[config.mk]
export PLATFORM = sky130hd
export DESIGN_NAME = text_terminal_cursor_engine
export DESIGN_NICKNAME = d
export VERILOG_FILES = /design/src/rtl/core/ttce_pkg.sv /design/src/rtl/core/text_terminal_cursor_engine.sv /design/src/rtl/core/ttce_step.sv
export SDC_FILE = /design/constraint.sdc
export NUM_CORES = 1
export LEC_CHECK = 0
export BUFFER_PORTS_ARGS = -buffer_cell sky130_fd_sc_hd__buf_4
export CORE_MARGIN = 3
export CORE_UTILIZATION = 57
export DETAILED_ROUTE_END_ITERATION = 8
export HOLD_SLACK_MARGIN = 0.08
export PLACE_DENSITY = 0.76
export SETUP_SLACK_MARGIN = 0.3
export SYNTH_ARGS = -nofsm -noshare
export SYNTH_HDL_FRONTEND = slang
export SYNTH_SLANG_ARGS = --single-unit
[constraint.sdc]
create_clock -name clk_i -period 5.6 [get_ports clk_i]
set_clock_uncertainty 0.1 [all_clocks]
set_input_delay 0.84 -clock clk_i [delete_from_list [all_inputs] [get_ports clk_i]]
set_output_delay 0.84 -clock clk_i [all_outputs]
set_load 0.1 [all_outputs]
[src/rtl/core/ttce_pkg.sv]
`timescale 1ns / 1ps
// Shared types, codes and helpers for the text terminal cursor engine.
// Depends on nothing; used by ttce_step and text_terminal_cursor_engine.
package ttce_pkg;

  localparam int unsigned TabStop  = 8;
  localparam int unsigned MaxCmds  = 4;
  localparam int unsigned CmdIdxW  = $clog2(MaxCmds);
  localparam int unsigned CmdCntW  = $clog2(MaxCmds + 1);

  localparam logic [7:0] ResetColumns = 8'd80;
  localparam logic [7:0] ResetRows    = 8'd25;

  // Control bytes with a meaning of their own.
  localparam logic [7:0] ChBel = 8'h07;
  localparam logic [7:0] ChBs  = 8'h08;
  localparam logic [7:0] ChTab = 8'h09;
  localparam logic [7:0] ChLf  = 8'h0A;
  localparam logic [7:0] ChFf  = 8'h0C;
  localparam logic [7:0] ChCr  = 8'h0D;

  // Erase modes; any other value behaves as erase to end.
  localparam logic [7:0] EraseToStart = 8'd1;
  localparam logic [7:0] EraseAll     = 8'd2;

  typedef enum logic [2:0] {
    OP_CHAR         = 3'd0,
    OP_REL_MOVE     = 3'd1,
    OP_ABS_POS      = 3'd2,
    OP_COLUMN       = 3'd3,
    OP_ERASE_SCREEN = 3'd4,
    OP_ERASE_LINE   = 3'd5,
    OP_ERASE_CHARS  = 3'd6,
    OP_IGNORED      = 3'd7
  } op_e;

  typedef enum logic [2:0] {
    CMD_PUT    = 3'd0,
    CMD_FILL   = 3'd1,
    CMD_COPY   = 3'd2,
    CMD_CLEAR  = 3'd3,
    CMD_CURSOR = 3'd4
  } cmd_e;

  typedef enum logic [1:0] {
    REG_COLUMNS = 2'd0,
    REG_ROWS    = 2'd1
  } cfg_reg_e;

  typedef struct packed {
    cmd_e       command;
    logic [7:0] out_char;
    logic [7:0] column;
    logic [7:0] row;
    logic [7:0] span;
    logic [7:0] source;
  } cmd_t;

  typedef struct packed {
    cmd_t [MaxCmds-1:0] cmds;
    logic [CmdCntW-1:0] count;
    logic [8:0]         cur_col;
    logic [7:0]         cur_row;
  } step_t;

  // Columns above 255 are reported as 255.
  function automatic logic [7:0] sat8(logic [8:0] v);
    return v[8] ? 8'hFF : v[7:0];
  endfunction

endpackage

[src/rtl/core/text_terminal_cursor_engine.sv]
`timescale 1ns / 1ps
// Top level of the text terminal cursor engine: cursor state, result buffer, registers.
// Depends on ttce_pkg and ttce_step.
//
// The engine takes parsed terminal tokens and turns each one into one to four draw
// commands for a text buffer, the last of which always reports the cursor and is marked
// by last_o. A token is decoded in the cycle in which its transaction is accepted: the
// cursor column and row are updated at once and all of its commands are written into a
// four-entry result buffer. The buffer then presents one command per cycle on the output
// channel while out_ready_i is high, and a token that yields k commands holds the buffer
// until all k are taken. k runs from 1 to 4: cursor moves and control characters that do
// not scroll give 1, a printable character gives 2, and a printable character that wraps
// and scrolls gives 4. The next token is accepted in the same cycle as the final command
// of the previous one is taken, so tokens flow at one per cycle when each yields a single
// command and the output is always ready. The screen size registers (index 0 columns,
// index 1 rows) are written through the configuration port, which is always ready; a value
// of zero acts as one. Writes to other indexes are accepted and ignored.
module text_terminal_cursor_engine (
  input  logic              clk_i,
  input  logic              rst_ni,
  // Configuration
  input  logic              cfg_valid_i,
  output logic              cfg_ready_o,
  input  logic [1:0]        cfg_index_i,
  input  logic [7:0]        cfg_data_i,
  // Token input
  input  logic              in_valid_i,
  output logic              in_ready_o,
  input  logic [2:0]        operation_i,
  input  logic [7:0]        char_code_i,
  input  logic signed [8:0] delta_x_i,
  input  logic signed [8:0] delta_y_i,
  input  logic [7:0]        column_param_i,
  input  logic [7:0]        row_param_i,
  input  logic [7:0]        erase_param_i,
  // Draw command output
  output logic              out_valid_o,
  input  logic              out_ready_i,
  output logic [2:0]        command_o,
  output logic [7:0]        out_char_o,
  output logic [7:0]        target_column_o,
  output logic [7:0]        target_row_o,
  output logic [7:0]        span_count_o,
  output logic [7:0]        source_row_o,
  output logic              last_o
);
  import ttce_pkg::*;

  logic [7:0]           cols_q, rows_q;
  logic [8:0]           cur_col_q;
  logic [7:0]           cur_row_q;
  cmd_t [MaxCmds-1:0]   buf_q;
  logic [CmdCntW-1:0]   cnt_q;
  logic [CmdIdxW-1:0]   rd_q;
  step_t                step;
  logic                 in_acc, out_acc;
  cmd_t                 head;

  ttce_step u_step (
    .cols_i         (cols_q),
    .rows_i         (rows_q),
    .cur_col_i      (cur_col_q),
    .cur_row_i      (cur_row_q),
    .operation_i    (operation_i),
    .char_code_i    (char_code_i),
    .delta_x_i      (delta_x_i),
    .delta_y_i      (delta_y_i),
    .column_param_i (column_param_i),
    .row_param_i    (row_param_i),
    .erase_param_i  (erase_param_i),
    .step_o         (step)
  );

  // A new token may enter when the buffer is empty or its final command leaves now.
  assign in_ready_o  = (cnt_q == '0) || ((cnt_q == CmdCntW'(1)) && out_ready_i);
  assign in_acc      = in_valid_i && in_ready_o;
  assign out_valid_o = (cnt_q != '0);
  assign out_acc     = out_valid_o && out_ready_i;
  assign cfg_ready_o = 1'b1;

  assign head            = buf_q[rd_q];
  assign command_o       = head.command;
  assign out_char_o      = head.out_char;
  assign target_column_o = head.column;
  assign target_row_o    = head.row;
  assign span_count_o    = head.span;
  assign source_row_o    = head.source;
  assign last_o          = (cnt_q == CmdCntW'(1));

  always_ff @(posedge clk_i or negedge rst_ni) begin
    if (!rst_ni) begin
      cols_q    <= ResetColumns;
      rows_q    <= ResetRows;
      cur_col_q <= '0;
      cur_row_q <= '0;
      cnt_q     <= '0;
      rd_q      <= '0;
    end else begin
      if (cfg_valid_i && cfg_ready_o) begin
        unique case (cfg_reg_e'(cfg_index_i))
          REG_COLUMNS: cols_q <= cfg_data_i;
          REG_ROWS:    rows_q <= cfg_data_i;
          default: begin
          end
        endcase
      end
      if (in_acc) begin
        cur_col_q <= step.cur_col;
        cur_row_q <= step.cur_row;
        cnt_q     <= step.count;
        rd_q      <= '0;
      end else if (out_acc) begin
        cnt_q <= cnt_q - CmdCntW'(1);
        rd_q  <= rd_q + CmdIdxW'(1);
      end
    end
  end

  // The command buffer carries payload only and needs no reset.
  always_ff @(posedge clk_i) begin
    if (in_acc) begin
      buf_q <= step.cmds;
    end
  end

endmodule

[src/rtl/core/ttce_step.sv]
`timescale 1ns / 1ps
// Combinational token decoder: builds the draw commands and the next cursor.
// Depends on ttce_pkg.
module ttce_step (
  input  logic [7:0]         cols_i,
  input  logic [7:0]         rows_i,
  input  logic [8:0]         cur_col_i,
  input  logic [7:0]         cur_row_i,
  input  logic [2:0]         operation_i,
  input  logic [7:0]         char_code_i,
  input  logic signed [8:0]  delta_x_i,
  input  logic signed [8:0]  delta_y_i,
  input  logic [7:0]         column_param_i,
  input  logic [7:0]         row_param_i,
  input  logic [7:0]         erase_param_i,
  output ttce_pkg::step_t    step_o
);
  import ttce_pkg::*;

  function automatic cmd_t mk(cmd_e c, logic [7:0] ch, logic [7:0] col, logic [7:0] row,
                              logic [7:0] span, logic [7:0] src);
    cmd_t r;
    r.command  = c;
    r.out_char = ch;
    r.column   = col;
    r.row      = row;
    r.span     = span;
    r.source   = src;
    return r;
  endfunction

  // Clamp a signed position to 0 .. lim-1.
  function automatic logic [7:0] clamp_pos(logic signed [10:0] v, logic [7:0] lim);
    if (v[10]) begin
      return 8'd0;
    end else if (v[9:0] >= {2'b00, lim}) begin
      return lim - 8'd1;
    end else begin
      return v[7:0];
    end
  endfunction

  logic [7:0]           w, h;
  logic [8:0]           y, d;
  logic [7:0]           d8;
  logic                 scroll;
  logic [7:0]           adv_row;
  cmd_t                 copy_cmd, scroll_clr_cmd;
  logic [7:0]           room, to_cursor, rows_above, rows_below, colp_m1, rowp_m1, fcnt;
  logic [9:0]           tab_col;
  logic signed [10:0]   sx, sy;
  cmd_t [MaxCmds-1:0]   slots;
  logic [CmdCntW-1:0]   n;
  logic [8:0]           col;
  logic [7:0]           row;

  always_comb begin
    w = (cols_i == 8'd0) ? 8'd1 : cols_i;
    h = (rows_i == 8'd0) ? 8'd1 : rows_i;

    // Row advance from the current row, with a scroll at the bottom.
    y      = {1'b0, cur_row_i} + 9'd1;
    scroll = (y >= {1'b0, h});
    d      = y - {1'b0, h} + 9'd1;
    d8     = (d > {1'b0, h}) ? h : d[7:0];
    adv_row = scroll ? (h - 8'd1) : y[7:0];
    copy_cmd       = mk(CMD_COPY, 8'd0, 8'd0, 8'd0, h - d8, d8);
    scroll_clr_cmd = mk(CMD_CLEAR, 8'd0, 8'd0, h - d8, d8, 8'd0);

    room       = (cur_col_i < {1'b0, w}) ? (w - cur_col_i[7:0]) : 8'd0;
    to_cursor  = (cur_col_i < {1'b0, w}) ? cur_col_i[7:0] : w;
    rows_above = (cur_row_i < h) ? cur_row_i : h;
    rows_below = ({1'b0, cur_row_i} + 9'd1 < {1'b0, h}) ? (h - cur_row_i - 8'd1) : 8'd0;
    colp_m1    = (column_param_i == 8'd0) ? 8'd0 : (column_param_i - 8'd1);
    rowp_m1    = (row_param_i == 8'd0) ? 8'd0 : (row_param_i - 8'd1);
    sx = $signed({2'b00, cur_col_i}) + $signed({{2{delta_x_i[8]}}, delta_x_i});
    sy = $signed({3'b000, cur_row_i}) + $signed({{2{delta_y_i[8]}}, delta_y_i});
    tab_col = {1'b0, cur_col_i} + 10'(TabStop) - 10'(cur_col_i % TabStop);
    fcnt = 8'd0;

    slots = '0;
    n     = '0;
    col   = cur_col_i;
    row   = cur_row_i;

    unique case (op_e'(operation_i))
      OP_CHAR: begin
        unique case (char_code_i)
          ChBel: begin
          end
          ChLf, ChFf: begin
            col = 9'd0;
            if (scroll) begin
              slots[n[CmdIdxW-1:0]] = copy_cmd;
              n = n + 1'b1;
              slots[n[CmdIdxW-1:0]] = scroll_clr_cmd;
              n = n + 1'b1;
            end
            row = adv_row;
          end
          ChCr: begin
            col = 9'd0;
          end
          ChTab: begin
            if (tab_col >= {2'b00, w}) begin
              if (scroll) begin
                slots[n[CmdIdxW-1:0]] = copy_cmd;
                n = n + 1'b1;
                slots[n[CmdIdxW-1:0]] = scroll_clr_cmd;
                n = n + 1'b1;
              end
              row = adv_row;
              tab_col = tab_col - {2'b00, w};
            end
            col = tab_col[8:0];
          end
          ChBs: begin
            if (cur_col_i != 9'd0) begin
              col = cur_col_i - 9'd1;
            end
          end
          default: begin
            // Pending wrap is resolved before the character is placed.
            if (cur_col_i >= {1'b0, w}) begin
              col = 9'd0;
              if (scroll) begin
                slots[n[CmdIdxW-1:0]] = copy_cmd;
                n = n + 1'b1;
                slots[n[CmdIdxW-1:0]] = scroll_clr_cmd;
                n = n + 1'b1;
              end
              row = adv_row;
            end
            slots[n[CmdIdxW-1:0]] = mk(CMD_PUT, char_code_i, sat8(col), row, 8'd0, 8'd0);
            n = n + 1'b1;
            col = col + 9'd1;
          end
        endcase
      end
      OP_REL_MOVE: begin
        col = {1'b0, clamp_pos(sx, w)};
        row = clamp_pos(sy, h);
      end
      OP_ABS_POS: begin
        col = {1'b0, clamp_pos($signed({3'b000, colp_m1}), w)};
        row = clamp_pos($signed({3'b000, rowp_m1}), h);
      end
      OP_COLUMN: begin
        col = {1'b0, clamp_pos($signed({3'b000, colp_m1}), w)};
        row = clamp_pos($signed({3'b000, cur_row_i}), h);
      end
      OP_ERASE_SCREEN: begin
        if (erase_param_i == EraseAll) begin
          slots[n[CmdIdxW-1:0]] = mk(CMD_CLEAR, 8'd0, 8'd0, 8'd0, h, 8'd0);
          n = n + 1'b1;
        end else if (erase_param_i == EraseToStart) begin
          if (to_cursor != 8'd0) begin
            slots[n[CmdIdxW-1:0]] = mk(CMD_FILL, 8'd0, 8'd0, cur_row_i, to_cursor, 8'd0);
            n = n + 1'b1;
          end
          slots[n[CmdIdxW-1:0]] = mk(CMD_CLEAR, 8'd0, 8'd0, 8'd0, rows_above, 8'd0);
          n = n + 1'b1;
        end else begin
          if (room != 8'd0) begin
            slots[n[CmdIdxW-1:0]] = mk(CMD_FILL, 8'd0, sat8(cur_col_i), cur_row_i, room, 8'd0);
            n = n + 1'b1;
          end
          slots[n[CmdIdxW-1:0]] = mk(CMD_CLEAR, 8'd0, 8'd0, sat8(y), rows_below, 8'd0);
          n = n + 1'b1;
        end
      end
      OP_ERASE_LINE: begin
        if (erase_param_i == EraseAll) begin
          slots[n[CmdIdxW-1:0]] = mk(CMD_CLEAR, 8'd0, 8'd0, cur_row_i, 8'd1, 8'd0);
          n = n + 1'b1;
        end else if (erase_param_i == EraseToStart) begin
          if (to_cursor != 8'd0) begin
            slots[n[CmdIdxW-1:0]] = mk(CMD_FILL, 8'd0, 8'd0, cur_row_i, to_cursor, 8'd0);
            n = n + 1'b1;
          end
        end else begin
          if (room != 8'd0) begin
            slots[n[CmdIdxW-1:0]] = mk(CMD_FILL, 8'd0, sat8(cur_col_i), cur_row_i, room, 8'd0);
            n = n + 1'b1;
          end
        end
      end
      OP_ERASE_CHARS: begin
        fcnt = (erase_param_i < room) ? erase_param_i : room;
        if (fcnt != 8'd0) begin
          slots[n[CmdIdxW-1:0]] = mk(CMD_FILL, 8'd0, sat8(cur_col_i), cur_row_i, fcnt, 8'd0);
          n = n + 1'b1;
        end
      end
      OP_IGNORED: begin
      end
    endcase

    // Every token ends by reporting the cursor.
    slots[n[CmdIdxW-1:0]] = mk(CMD_CURSOR, 8'd0, sat8(col), row, 8'd0, 8'd0);
    n = n + 1'b1;

    step_o.cmds    = slots;
    step_o.count   = n;
    step_o.cur_col = col;
    step_o.cur_row = row;
  end

endmodule

==> run metrics <==
Worst path top cell family by delay=adder cells; pre-CTS setup slack=-0.0703 ns; IO Port Bufs=113; failing checks=setup timing; Req. time, crit path=5.69 ns; outcome=finished, violations left; CTS max path bufs=2; crit path launch type=flip-flop; Syn Nets=between 2000 and 2500; Total Routing Usage GR=approximately two fifths; drt first pass iters=8; clk_lat worst skew=about 0.45 ns; most common cell after layout, fill and taps aside=buf_4; Routability Congestion=1.08; total gr overflow=0; I/O Pins=115; RSZ-0062 raised after global routing=yes; area of the core=about 27000 µm²; H-tree levels=4; Num Clock Sinks=between 100 and 150; CTS Buf Count=17; maxcap violations=0; Die Wd=171 µm; dpl hpwl=45700 µm; CTS tree=done; DRC=0; fin. max-slew vios=0; leading area contributor after synthesis=edfxtp_1; worst setup margin=-0.143 ns; fraction of layout cells with a size suffix above 1=26.6%; Tmin final=between 5 and 6 ns; Wirelength per Cell=between 20 and 30 µm; fraction of registers with async set/reset=25.5%; cells after synthesis=1795; Critical Path AT=approximately 5.8 ns; synthesis-to-layout area growth=24.6%; Hold WC Path Type=input port to asynchronous set/reset pin; most frequent cells in the layout=275 x buf_4, 164 x nor2_1, 132 x ha_1; DRT Wirelength=roughly 61000 µm; crit path capture type=flip-flop; CP max stage delay=0.44 ns; Max Freq=174 MHz; post-route ant nets=0; initial antenna violation count=2; vias in the first global route=around 15000; DR vias/cell=just under 7; Die Area=29400 µm²; chip height=171 µm; Buffers & Inverters on Critical Path=3; first-pass GRT wire length=89200 µm; DRT iter0 DRCs=2257; Std-Cell Rows=59; synthesized area=between 15000 and 20000 µm²; # nets final=2248; slew margin rel.=20.1%; largest net degree at the start of global routing=74; Post-synth EDFFs=111; synth unique cells=109; Final Hold Viols=0; Initial Util=58.8%; CP max-delay cell=dfrtp_2; hold slack=0.318 ns; post-synthesis area per instance=roughly 8.7 µm²; sequential-to-total area share from yosys stat=27.5%; crit path max fanout=5; Final Util=73.3%; fillers=1910; Via Count=16300; Yosys warning total=0; Area contributors post-synth=edfxtp_1 21%, ha_1 12%, dfrtp_1 5.3%; Tightest Pin Transition=approximately 1.2 ns; Yosys top cell area share=21.4%; # hold bufs at CTS=0; Reg clk slew, reported paths=0.09 ns; crit path kind=flip-flop to flip-flop; Synth Flop Type=edfxtp_1; Seq cells post-synth=149; CTS root buffer=clkbuf_16; Final period util=103%; Final setup viols=7
## flip-flops by register name (all words and copies together), names as in the netlist
register	flops
cur_row_q	8
rd_q	2
cnt_q	3
rows_q	8
cur_col_q	9
buf_q	111
cols_q	8
## logic make-up (layout without fill, tap and decap cells)
group,count (synthesis),after routing,synth area share (%)
simple gates,632,632,20.7
mux,105,105,8.36
buf+inv,177,417,4.48
other cells,1,2,0.0241
flops,149,149,27.5
xor+xnor,61,61,3.43
compound gates,512,512,22.5
fa+ha+maj,158,158,13.0
## Yosys cell counts, types with 23 or more instances
library cell	instances
nor2_1	171
ha_1	151
nand2_1	134
a21oi_1	120
edfxtp_1	111
o21ai_0	102
inv_1	93
mux2i_1	59
clkbuf_1	55
nor3_1	47
and2_1	45
nand3_1	45
xnor2_1	39
a21o_1	38
dfrtp_1	33
nor2b_1	33
and3_1	32
nand2b_1	30
a211oi_1	26
mux2_2	26
o22ai_1	23
## routing by layer
| metal | vias to the layer above | track usage (%) | part of all wire [%] |
|---|---|---|---|
| met2 | 1181 | 59.8 | 42 |
| li1 | 7143 | - | - |
| met3 | 225 | 13.6 | 14 |
| met1 | 7724 | 53.9 | 40 |
| met4 | 0 | 12.9 | 4.1 |
| met5 | - | 0 | 0 |
## what timing repair did
action | 4_1_cts | 5_1_grt
pin swaps | 35 | 44
cloned | 0 | 2
endpoints found under the setup margin | 72 | 102
hold endpoints to repair | 0 | 0
setup buffers | 24 | 23
gates resized for setup | 51 | 102
## metrics by stage
stage | instance area, µm² | cells | TNS (ns)
2_1_floorplan | 15800 | 1795 | 0
4_1_cts | 18800 | 2345 | 0
3_5_place_dp | 17700 | 2289 | -0.408
6_report | 19400 | 2371 | -0.464
3_3_place_gp | 17700 | 2289 | 0
5_1_grt | 19400 | 2370 | -1.67
## final timing paths
check	startpoint	endpoint	slack [ns]	depth (start not counted)
setup / recovery	cur_row_q[0]	buf_q[65]	-0.14	27
max in group asynchronous	rst_ni	cur_row_q[0]	4.62	1
min in group clk_i	cnt_q[0]	cnt_q[0]	0.44	1
hold / removal	rst_ni	cur_col_q[5]	0.32	1
hold reg to reg	cnt_q[0]	cnt_q[0]	0.44	1
setup reg to reg	cur_row_q[0]	buf_q[65]	-0.14	27
## final cells by class
class | instances | area [µm²] | share of cell area [%]
diodes | 1 | 2.50 | 0.0129
clock buffers | 17 | 425 | 2.19
clock inverters | 15 | 180 | 0.927
inverters | 94 | 364 | 1.87
multi-input cells | 1469 | 11500 | 59.0
flip-flops and latches | 149 | 4300 | 22.1
well taps | 335 | 419 | 2.16
repair buffers | 291 | 2280 | 11.7
Power is not shown: default switching activity piles up to over one toggle a cycle in this logic, so the estimate is an artifact.
